`src/rtl/qpe_pkg.sv`:
```
`default_nettype none
// ----------------------------------------------------------------------------
// qpe_pkg
// Shared types, constants and helper functions of the quoted-printable encoder.
// ----------------------------------------------------------------------------
package qpe_pkg;

  localparam logic [7:0] LINE_LIMIT_RESET = 8'd75;

  localparam logic [7:0] CHR_CR    = 8'h0D;
  localparam logic [7:0] CHR_LF    = 8'h0A;
  localparam logic [7:0] CHR_SP    = 8'h20;
  localparam logic [7:0] CHR_EQ    = 8'h3D;
  localparam logic [7:0] CHR_DEL   = 8'h7F;
  localparam logic [7:0] UTF8_TWO  = 8'hDF;
  localparam logic [7:0] UTF8_THR  = 8'hEF;
  localparam logic [7:0] UTF8_FOUR = 8'hF4;

  localparam int QDEPTH = 4;
  localparam int QPTR_W = $clog2(QDEPTH);
  localparam int QCNT_W = QPTR_W + 1;

  // back-end step codes within one token
  localparam logic [2:0] STEP_BRK_EQ = 3'd0;
  localparam logic [2:0] STEP_BRK_CR = 3'd1;
  localparam logic [2:0] STEP_BRK_LF = 3'd2;
  localparam logic [2:0] STEP_LEAD   = 3'd3;
  localparam logic [2:0] STEP_HI     = 3'd4;
  localparam logic [2:0] STEP_LO     = 3'd5;

  typedef struct packed {
    logic       vld;
    logic       pair;
    logic       brk;
    logic       esc;
    logic [7:0] data;
  } tok_t;

  typedef struct packed {
    tok_t a;
    tok_t b;
    logic last;
  } job_t;

  typedef struct packed {
    logic full;
    logic empty;
  } qstat_t;

  typedef struct packed {
    logic       brk;
    logic       esc;
    logic [8:0] lp_next;
  } enc_t;

  function automatic enc_t qpe_encode(input logic [7:0] c, input logic has_next,
                                      input logic [7:0] nxt, input logic [8:0] lp,
                                      input logic [7:0] lim);
    enc_t        r;
    logic [10:0] lp3;
    logic [10:0] lp1;
    logic [10:0] need;
    logic [3:0]  margin;
    r.esc = (c < CHR_SP) || (c == CHR_DEL) || c[7] || (c == CHR_EQ)
            || ((c == CHR_SP) && has_next && (nxt == CHR_CR));
    lp3 = {2'b00, lp} + 11'd3;
    lp1 = {2'b00, lp} + 11'd1;
    if (c <= CHR_DEL) begin
      margin = 4'd0;
    end else if (c <= UTF8_TWO) begin
      margin = 4'd3;
    end else if (c <= UTF8_THR) begin
      margin = 4'd6;
    end else if (c <= UTF8_FOUR) begin
      margin = 4'd9;
    end else begin
      margin = 4'd0;
    end
    need = lp3 + {7'd0, margin};
    r.brk = r.esc ? (need > {3'd0, lim}) : (lp1 > {3'd0, lim});
    if (r.brk) begin
      r.lp_next = r.esc ? 9'd3 : 9'd1;
    end else begin
      r.lp_next = r.esc ? lp3[8:0] : lp1[8:0];
    end
    return r;
  endfunction

  function automatic logic [7:0] qpe_hex(input logic [3:0] d);
    logic [7:0] r;
    if (d < 4'd10) begin
      r = 8'h30 + {4'd0, d};
    end else begin
      r = 8'h37 + {4'd0, d};
    end
    return r;
  endfunction

endpackage
`default_nettype wire

```
`src/rtl/qpe_if.sv`:
```
`default_nettype none
// ----------------------------------------------------------------------------
// qpe_if
// Valid/ready channel interfaces: raw bytes in, encoded bytes out, line limit.
// ----------------------------------------------------------------------------
interface qpe_in_if;
  logic       valid;
  logic       ready;
  logic [7:0] in_byte;
  logic       in_last;
  modport source (output valid, output in_byte, output in_last, input ready);
  modport sink   (input valid, input in_byte, input in_last, output ready);
endinterface

interface qpe_out_if;
  logic       valid;
  logic       ready;
  logic [7:0] out_byte;
  logic       run_last;
  logic       message_end;
  modport source (output valid, output out_byte, output run_last, output message_end,
                  input ready);
  modport sink   (input valid, input out_byte, input run_last, input message_end,
                  output ready);
endinterface

interface qpe_cfg_if;
  logic       valid;
  logic       ready;
  logic [7:0] data;
  modport source (output valid, output data, input ready);
  modport sink   (input valid, input data, output ready);
endinterface
`default_nettype wire

```
`src/rtl/qpe_front.sv`:
```
`default_nettype none
// ----------------------------------------------------------------------------
// qpe_front
// Accepts raw bytes, keeps the lookahead byte and line position, classifies
// each byte into output tokens and queues at most one job per request.
// ----------------------------------------------------------------------------
module qpe_front (
  input  logic             clk,
  input  logic             rst,
  qpe_in_if.sink           raw,
  qpe_cfg_if.sink          setup,
  input  qpe_pkg::qstat_t  qstat,
  output logic             push,
  output qpe_pkg::job_t    push_job
);
  import qpe_pkg::*;

  logic [7:0] line_limit;
  logic [7:0] held_byte;
  logic       held_valid;
  logic [8:0] line_position;

  logic [7:0] held_byte_next;
  logic       held_valid_next;
  logic [8:0] line_position_next;

  logic       acc;
  logic       hv1;
  logic [7:0] held1;
  logic [8:0] lp1;
  enc_t       e1;
  enc_t       e2;
  tok_t       ta;
  tok_t       tb;

  assign setup.ready = 1'b1;
  assign raw.ready   = !qstat.full;
  assign acc         = raw.valid && raw.ready;

  assign e1 = qpe_encode(held_byte, 1'b1, raw.in_byte, line_position, line_limit);
  assign e2 = qpe_encode(held1, 1'b0, 8'd0, lp1, line_limit);

  always_comb begin
    ta    = '0;
    tb    = '0;
    hv1   = 1'b1;
    held1 = raw.in_byte;
    lp1   = line_position;
    if (held_valid) begin
      if ((held_byte == CHR_CR) && (raw.in_byte == CHR_LF)) begin
        ta.vld  = 1'b1;
        ta.pair = 1'b1;
        hv1     = 1'b0;
        held1   = 8'd0;
        lp1     = 9'd0;
      end else begin
        ta.vld  = 1'b1;
        ta.brk  = e1.brk;
        ta.esc  = e1.esc;
        ta.data = held_byte;
        lp1     = e1.lp_next;
      end
    end
    held_byte_next     = held1;
    held_valid_next    = hv1;
    line_position_next = lp1;
    if (raw.in_last) begin
      if (hv1) begin
        tb.vld  = 1'b1;
        tb.brk  = e2.brk;
        tb.esc  = e2.esc;
        tb.data = held1;
      end
      held_byte_next     = 8'd0;
      held_valid_next    = 1'b0;
      line_position_next = 9'd0;
    end
    // keep the first slot filled
    if (!ta.vld) begin
      push_job.a = tb;
      push_job.b = '0;
    end else begin
      push_job.a = ta;
      push_job.b = tb;
    end
    push_job.last = raw.in_last;
    push          = acc && (ta.vld || tb.vld);
  end

  always_ff @(posedge clk) begin
    if (rst) begin
      line_limit    <= LINE_LIMIT_RESET;
      held_byte     <= 8'd0;
      held_valid    <= 1'b0;
      line_position <= 9'd0;
    end else begin
      if (setup.valid && setup.ready) begin
        line_limit <= setup.data;
      end
      if (acc) begin
        held_byte     <= held_byte_next;
        held_valid    <= held_valid_next;
        line_position <= line_position_next;
      end
    end
  end

endmodule
`default_nettype wire

```
`src/rtl/qpe_queue.sv`:
```
`default_nettype none
// ----------------------------------------------------------------------------
// qpe_queue
// Small job queue between the classifying front and the expanding back.
// ----------------------------------------------------------------------------
module qpe_queue (
  input  logic             clk,
  input  logic             rst,
  input  logic             push,
  input  qpe_pkg::job_t    push_job,
  input  logic             pop,
  output qpe_pkg::job_t    head,
  output qpe_pkg::qstat_t  qstat
);
  import qpe_pkg::*;

  job_t              mem [QDEPTH];
  logic [QPTR_W-1:0] wr_ptr;
  logic [QPTR_W-1:0] rd_ptr;
  logic [QCNT_W-1:0] count;

  assign qstat.full  = (count == QCNT_W'(QDEPTH));
  assign qstat.empty = (count == '0);
  assign head        = mem[rd_ptr];

  always_ff @(posedge clk) begin
    if (push) begin
      mem[wr_ptr] <= push_job;
    end
  end

  always_ff @(posedge clk) begin
    if (rst) begin
      wr_ptr <= '0;
      rd_ptr <= '0;
      count  <= '0;
    end else begin
      if (push) begin
        wr_ptr <= wr_ptr + 1'b1;
      end
      if (pop) begin
        rd_ptr <= rd_ptr + 1'b1;
      end
      if (push && !pop) begin
        count <= count + 1'b1;
      end else if (pop && !push) begin
        count <= count - 1'b1;
      end
    end
  end

endmodule
`default_nettype wire

```
`src/rtl/qpe_back.sv`:
```
`default_nettype none
// ----------------------------------------------------------------------------
// qpe_back
// Expands the job at the queue head into encoded bytes, one per cycle while
// the output accepts them, into an output register.
// ----------------------------------------------------------------------------
module qpe_back (
  input  logic             clk,
  input  logic             rst,
  input  qpe_pkg::job_t    head,
  input  qpe_pkg::qstat_t  qstat,
  output logic             pop,
  qpe_out_if.source        coded
);
  import qpe_pkg::*;

  logic       out_valid;
  logic [7:0] out_byte;
  logic       run_last;
  logic       message_end;
  logic       sel;
  logic       fresh;
  logic [2:0] step;

  tok_t       cur;
  logic [2:0] start;
  logic [2:0] stop;
  logic [2:0] eff;
  logic [7:0] byte_next;
  logic       fire;
  logic       tok_end;
  logic       job_end;

  assign coded.valid       = out_valid;
  assign coded.out_byte    = out_byte;
  assign coded.run_last    = run_last;
  assign coded.message_end = message_end;

  always_comb begin
    cur   = sel ? head.b : head.a;
    start = cur.pair ? STEP_HI : (cur.brk ? STEP_BRK_EQ : STEP_LEAD);
    stop  = (cur.pair || cur.esc) ? STEP_LO : STEP_LEAD;
    eff   = fresh ? start : step;
    case (eff)
      STEP_BRK_EQ: byte_next = CHR_EQ;
      STEP_BRK_CR: byte_next = CHR_CR;
      STEP_BRK_LF: byte_next = CHR_LF;
      STEP_LEAD:   byte_next = cur.esc ? CHR_EQ : cur.data;
      STEP_HI:     byte_next = cur.pair ? CHR_CR : qpe_hex(cur.data[7:4]);
      STEP_LO:     byte_next = cur.pair ? CHR_LF : qpe_hex(cur.data[3:0]);
      default:     byte_next = cur.data;
    endcase
    fire    = !qstat.empty && (!out_valid || coded.ready);
    tok_end = (eff == stop);
    job_end = tok_end && (sel || !head.b.vld);
    pop     = fire && job_end;
  end

  always_ff @(posedge clk) begin
    if (rst) begin
      out_valid <= 1'b0;
      sel       <= 1'b0;
      fresh     <= 1'b1;
      step      <= STEP_BRK_EQ;
    end else begin
      if (fire) begin
        out_valid <= 1'b1;
        if (tok_end) begin
          fresh <= 1'b1;
          sel   <= !job_end;
        end else begin
          fresh <= 1'b0;
          step  <= eff + 3'd1;
        end
      end else if (coded.ready) begin
        out_valid <= 1'b0;
      end
    end
  end

  always_ff @(posedge clk) begin
    if (fire) begin
      out_byte    <= byte_next;
      run_last    <= job_end;
      message_end <= job_end && head.last;
    end
  end

endmodule
`default_nettype wire

```
`src/rtl/quoted_printable_encoder.sv`:
```
`default_nettype none
// ----------------------------------------------------------------------------
// quoted_printable_encoder
// Streaming quoted-printable encoder with one byte of lookahead and soft
// line breaks against a programmable line limit.
// ----------------------------------------------------------------------------
//  channel  dir  payload                          request completes on
//  raw      in   in_byte[7:0], in_last            valid & ready
//  coded    out  out_byte[7:0], run_last,         valid & ready
//                message_end
//  setup    in   data[7:0] (line_limit)           valid & ready (ready tied high)
//
// the front takes one request per cycle while the four-entry job queue has room
// the back emits one encoded byte per cycle while a job waits and the output takes it;
// a request yields 0 to 12 bytes (1 literal, 3 escape, plus 3 per soft break)
// the first result of a request is registered in the job queue, then in the output register
// synchronous reset restores line limit 75, empty lookahead and line position zero
// a stalled output holds its byte while the front keeps filling the queue
// ----------------------------------------------------------------------------
module quoted_printable_encoder (
  input  logic      clk,
  input  logic      rst,
  qpe_in_if.sink    raw,
  qpe_out_if.source coded,
  qpe_cfg_if.sink   setup
);
  import qpe_pkg::*;

  logic   push;
  logic   pop;
  job_t   push_job;
  job_t   head;
  qstat_t qstat;

  qpe_front u_front (
    .clk      (clk),
    .rst      (rst),
    .raw      (raw),
    .setup    (setup),
    .qstat    (qstat),
    .push     (push),
    .push_job (push_job)
  );

  qpe_queue u_queue (
    .clk      (clk),
    .rst      (rst),
    .push     (push),
    .push_job (push_job),
    .pop      (pop),
    .head     (head),
    .qstat    (qstat)
  );

  qpe_back u_back (
    .clk   (clk),
    .rst   (rst),
    .head  (head),
    .qstat (qstat),
    .pop   (pop),
    .coded (coded)
  );

`ifndef SYNTHESIS
  a_end_is_run_last: assert property (@(posedge clk) disable iff (rst)
    coded.valid && coded.message_end |-> coded.run_last)
    else $error("message end without run last");

  a_no_push_full: assert property (@(posedge clk) disable iff (rst)
    qstat.full |-> !push)
    else $error("push into full job queue");

  a_head_has_token: assert property (@(posedge clk) disable iff (rst)
    !qstat.empty |-> head.a.vld)
    else $error("queued job without first token");

  a_pop_needs_job: assert property (@(posedge clk) disable iff (rst)
    pop |-> !qstat.empty)
    else $error("pop from empty job queue");
`endif

endmodule
`default_nettype wire
```
`src/flat_wrapper.sv`:
```
// flat-port wrapper written by rule: the top's interface ports become plain ports
module quoted_printable_encoder_flat import qpe_pkg::*;
  (clk, rst, raw_valid, raw_in_byte, raw_in_last, raw_ready, coded_valid, coded_out_byte, coded_run_last, coded_message_end, coded_ready, setup_valid, setup_data, setup_ready);
  qpe_in_if raw_i ();
  qpe_out_if coded_i ();
  qpe_cfg_if setup_i ();
  input  logic clk;
  input  logic rst;
  input wire logic [$bits(raw_i.valid)-1:0] raw_valid;
  input wire logic [$bits(raw_i.in_byte)-1:0] raw_in_byte;
  input wire logic [$bits(raw_i.in_last)-1:0] raw_in_last;
  output wire logic [$bits(raw_i.ready)-1:0] raw_ready;
  output wire logic [$bits(coded_i.valid)-1:0] coded_valid;
  output wire logic [$bits(coded_i.out_byte)-1:0] coded_out_byte;
  output wire logic [$bits(coded_i.run_last)-1:0] coded_run_last;
  output wire logic [$bits(coded_i.message_end)-1:0] coded_message_end;
  input wire logic [$bits(coded_i.ready)-1:0] coded_ready;
  input wire logic [$bits(setup_i.valid)-1:0] setup_valid;
  input wire logic [$bits(setup_i.data)-1:0] setup_data;
  output wire logic [$bits(setup_i.ready)-1:0] setup_ready;
  assign raw_i.valid = raw_valid;
  assign raw_i.in_byte = raw_in_byte;
  assign raw_i.in_last = raw_in_last;
  assign raw_ready = raw_i.ready;
  assign coded_valid = coded_i.valid;
  assign coded_out_byte = coded_i.out_byte;
  assign coded_run_last = coded_i.run_last;
  assign coded_message_end = coded_i.message_end;
  assign coded_i.ready = coded_ready;
  assign setup_i.valid = setup_valid;
  assign setup_i.data = setup_data;
  assign setup_ready = setup_i.ready;
  quoted_printable_encoder u_core (.clk(clk), .rst(rst), .raw(raw_i), .coded(coded_i), .setup(setup_i));
endmodule
```
`config.mk`:
```
export PLATFORM = sky130hd
export DESIGN_NAME = quoted_printable_encoder_flat
export DESIGN_NICKNAME = d
export VERILOG_FILES = /design/src/rtl/qpe_pkg.sv /design/src/rtl/qpe_if.sv /design/src/rtl/qpe_front.sv /design/src/rtl/qpe_queue.sv /design/src/rtl/qpe_back.sv /design/src/rtl/quoted_printable_encoder.sv /design/src/flat_wrapper.sv
export SDC_FILE = /design/constraint.sdc
export NUM_CORES = 1
export LEC_CHECK = 0
export BUFFER_PORTS_ARGS = -buffer_cell sky130_fd_sc_hd__buf_2
export CAP_MARGIN = 15
export CORE_MARGIN = 4
export CORE_UTILIZATION = 55
export DETAILED_ROUTE_END_ITERATION = 16
export HOLD_SLACK_MARGIN = 0.06
export PLACE_DENSITY = 0.68
export SYNTH_ARGS = -nofsm -noshare
export SYNTH_HDL_FRONTEND = slang
export SYNTH_HIERARCHICAL = 1
export SYNTH_SLANG_ARGS = --single-unit
```
`constraint.sdc`:
```
create_clock -name clk -period 13.7 [get_ports clk]
set_clock_uncertainty 0.15 [all_clocks]
set_input_delay 2.055 -clock clk [delete_from_list [all_inputs] [get_ports clk]]
set_output_delay 2.055 -clock clk [all_outputs]
set_load 0.005 [all_outputs]
```
# ---- After elaboration in Yosys (flattened, before gate mapping)
# Memory sizes are Yosys's and may differ from the RTL's. A register that Yosys moved wholly into a read port is not among the register bits.
# Index checks and enable logic that the tools add are counted.
dict set report totals {
  n_memories 1
  regBits 49
  wordCells 146
  mem_bits_rw 100
  out_inout_bits 13
  in_bits 22
}
# memory words width read_ports rd_ports_with_merged_regs wr line_no
set memory_table {}
lappend memory_table {u_core.u_queue.mem 4 25 1 1 1 qpe_queue.sv:17} ;# job_t mem [QDEPTH];
dict set report classes {
  magnitude_cmp 16
  n_addsub 15
  n_reduce_logical 34
  bitwise_logic 1
  eq_ne 15
  mux 50
}
# operator n
set op_table {}
lappend op_table {{$le A8 B8 Y1 const B} 6}
lappend op_table {{$mux W8} 6}
lappend op_table {{$pmux W8 S6} 1}
lappend op_table {{$mux W9} 5}
lappend op_table {{$mux W4} 8}
lappend op_table {{$mux W10} 3}
lappend op_table {{$add A6 B4 Y7 const A} 4}
lappend op_table {{$eq A8 B4 Y1 const B} 3}
lappend op_table {{$eq A8 B6 Y1 const B} 3}
lappend op_table {{$mux W24} 1}
lappend op_table {{$add A10 B4 Y11} 2}
lappend op_table {{$gt A11 B8 Y1} 2}
lappend op_table {{$add A9 B1 Y10 const B} 2}
lappend op_table {{$add A9 B2 Y10 const B} 2}
lappend op_table {{$gt A10 B8 Y1} 2}
lappend op_table {{$eq A8 B7 Y1 const B} 2}
lappend op_table {{$le A8 B7 Y1 const B} 2}
lappend op_table {{$lt A8 B6 Y1 const B} 2}
lappend op_table {{$mux W3} 5}
lappend op_table {{$mux W7} 2}
lappend op_table {{$mux W1} 13}
lappend op_table {{$mux W12} 1}
lappend op_table {{$logic_or A1 B1 Y1} 11}
lappend op_table {{$mux W11} 1}
lappend op_table {{15 further kinds} 42}

# ---- Logic depth before layout (Yosys ltp)
dict set report depth {
  depth_word 18
  ltp_mapped 36
}

# ---- Modules after synthesis
# The synthesis kept the hierarchy.
# module area_each_um2 cells_per_inst instances seq_area_each_um2
set modules_own_cells {}
lappend modules_own_cells {qpe_queue 4080.2 175 1 3183.1}
lappend modules_own_cells {qpe_front 3534.6 453 1 520.5}
lappend modules_own_cells {qpe_back 1425.1 156 1 420.4}

# ---- Worst setup path before layout
# OpenSTA, ideal clock, no wires.
dict set report synth_timing {
  path_kind {input port to flip-flop}
  startpoint {input raw_in_byte[5]}
  endpoint {memory u_core/u_queue/mem[0][10] (netlist bit) (data pin)}
  required_time_ps 13275
  path_slack_ps 6841
  arrival_time_ps 6434
  n_path_buf 1
  stages 26
  path_cell_list {buf_2 nor3_1 nand4_1 and3_4 a311oi_4 nor3_1 or3_1 o21ai_0 inv_1 ha_1 inv_1 ha_1 inv_1 fa_1 nor2b_1 o21ai_0 nand2b_1 nand2_1 xnor2_1 ha_1 nand2_1 or4_1 o311ai_0 nand3b_1 mux2i_1 nor3_1}
}
# element line_no
set synth_lines {}
lappend synth_lines {{start: declaration} flat_wrapper.sv:10} ;# input wire logic [$bits(raw_i.in_byte)-1:0] raw_in_byte;
lappend synth_lines {{end: declaration} qpe_queue.sv:17}

==> metrics.md <==
| Metric | Value |
|---|---|
| WL/cell | `about 20 µm` |
| Starting Density | `a little under three fifths` |
| Seq. cell area | `approximately 4000 µm²` |
| Sequential Power Share | `between 30% and 40%` |
| Crit start category | `flop` |
| Final hold vios | `0` |
| Post-CTS Resized | `0` |
| Worst-case reg-to-reg path depth | `31` |
| Drt pass-1 iters | `5` |
| Most crowded layer after global routing | `met2` |
| Multi-input gate area | `around 4500 µm²` |
| Final net count | `slightly below 900` |
| Part of the cycle the worst path needs | `between 50% and 60%` |
| DIE WIDTH | `between 100 and 150 µm` |
| Core Area | `15900 µm²` |
| Least-Margin Pin Slew | `between 1 and 1.5 ns` |
| Clock buffer depth | `2` |
| Final wirelength | `21.1 mm` |
| Total grt overflow | `0` |
| Post-CTS setup buffers | `0` |
| Post-route setup slack | `5.92 ns` |
| Buffers on Ports | `33` |
| Root Buffer | `clkbuf_16` |
| Most numerous cell on the critical path | `ha_1` |
| Power, Total | `around 1.4 mW` |
| Syn_area_per_cell | `between 10 and 15 µm²` |
| Hold_buf cts | `0` |
| HP Class | `reg -> reg` |
| Max-cap check violation count | `0` |
| Status | `complete, no violations` |
| DRC Markers | `0` |
| Vias after detailed routing | `6351` |
| Slowest Stage Delay on Critical Path | `between 0.5 and 0.6 ns` |
| Number of CTS-inserted buffers | `17` |
| Worst R2R Setup Slack | `between 5 and 6 ns` |
| WS Path Type | `reg -> reg` |
| Number of fill cells | `1267` |
| Clock transition at path regs | `about 0.060 ns` |
| Num ports | `35` |
| Met2 Use GR | `between 30% and 40%` |
| Share of layout cells above drive strength 1 | `approximately 15%` |
| Slew Limit Fails | `0` |
| Element type at the critical path end | `flop` |
| Clk pwr share | `around a third` |
| Met3 usage | `4.75%` |
| GP Congestion | `approximately 0.99` |
| CTS tree | `built` |
| PD cells | `146 nW/µm²` |
| Max Fclk | `~130 MHz` |
| Area after DPL | `9140 µm²` |
| Leakage power | `approximately 3.8 nW` |
| # diodes | `0` |
| Die footprint | `about 18000 µm²` |
| Setup TNS | `0 ns` |
| Sinks on Clock Net | `approximately 150` |
| Psw | `0.448 mW` |
| Routed Antenna Nets | `0` |
| Initial antenna violation count | `0` |
| Sw Ratio | `31.5%` |
| Final Util | `about 61%` |
| Largest delay contributor family on the critical path | `compound AO/OA/AOI/OAI gates` |
| Critical Path AT | `between 7 and 8 ns` |
| # rows | `46` |
| Finish-stage setup viols | `0` |
| Post-Syn Instances | `around 800` |
| Vias per cell | `a little over 6` |
| DP HPWL | `~15 mm` |
| Slowest CP cell | `or4_1` |
| Area grow syn2layout | `9.27%` |
| Worst Path Required | `roughly 14 ns` |
| WP buf/inv | `2` |
| Placed Instances | `about 1000` |
| Post-layout minimum cycle time | `roughly 7.8 ns` |
| CP max FO | `10` |
| Final instance area | `just under 10000 µm²` |
| P_int | `a little under 1 mW` |
| Post-synth net total | `roughly 860` |
| Slew HR | `20.9%` |
| Synth warn | `6` |
| Most frequent cells in the layout | `edfxtp_1, nor2_1, ha_1` |
| Vias in the first global route | `6414` |
| Combinational share of power | `between 20% and 30%` |
| DRT iter0 DRCs | `506` |
| Most common cell after layout, fill and taps aside | `edfxtp_1` |
| WHS Path Cells | `2` |
| Synthesized area | `8890 µm²` |
| GR Util met1 | `33.9%` |
| Total track usage | `24.3%` |
| Peak supply drop | `103 µV` |
| Largest net degree at the start of global routing | `42` |
| Dpl ws | `a little over 6 ns` |
| CP Depth | `31` |
| Fin cells | `about 1.0k` |
| WHS | `between 0.3 and 0.4 ns` |
| Die H | `between 100 and 150 µm` |
| Worst-Skew Late Latency | `0.42 ns` |
| First-pass GRT wire length | `about 34 mm` |
| H-Tree Depth | `4` |
| Unrepaired setup endpoints after global routing | `no` |
tightest hold or removal path, cell delays in order, from the launching register on:
cell and delay [ns]:
dfxtp_1 0.32, mux2i_1 0.07, nor2_1 0.07
power by group through the flow:
stage	clock, mW	combinational (mW)	sequential, mW
finish	0.455	0.400	0.566
global placement	0	0.390	0.572
floorplan	0	0.299	0.569
CTS	0.465	0.398	0.566
global route	0.485	0.444	0.570
detailed placement	0	0.395	0.575
final timing paths:
kind	startpoint	end
max	u_core/u_front/line_position[0]	u_core/u_queue/mem[0][10]
min	u_core/u_front/line_limit[4]	u_core/u_front/line_limit[4]
max reg2reg	u_core/u_front/line_position[0]	u_core/u_queue/mem[0][10]
min reg2reg	u_core/u_front/line_limit[4]	u_core/u_front/line_limit[4]
sequential cells by signal, summed over array words and instances, names as in the netlist, named ones only:
register and count:
u_core/u_queue/mem 96, u_core/u_front/line_position 9, u_core/u_back/coded.out_byte 8, u_core/u_front/held_byte 8, u_core/u_front/line_limit 8, u_core/u_back/step 3
u_core/u_queue/count 3, u_core/u_queue/rd_ptr 2, u_core/u_queue/wr_ptr 2, u_core/u_back/coded.message_end 1, u_core/u_back/coded.run_last 1, u_core/u_back/coded.valid 1
u_core/u_back/fresh 1, u_core/u_back/sel 1, u_core/u_front/held_valid 1
layout make-up:
class	instances	share of cell area, %
Tap cell	216	2.78
Inverter	41	1.58
Clock inverter	15	1.60
Timing Repair Buffer	41	2.32
Multi-Input combinational cell	554	46.1
Clock buffer	17	4.38
Sequential cell	147	41.2
routing by layer:
layer,wire length (µm),part of all wire [%],vias to the layer above
met4,473,2.2,0
li1,-,-,2984
met2,10000,47,229
met3,1340,6.3,39
met1,9290,44,3099
met5,0,0,-
No activity file was read; power rests on OpenSTA's default activity.
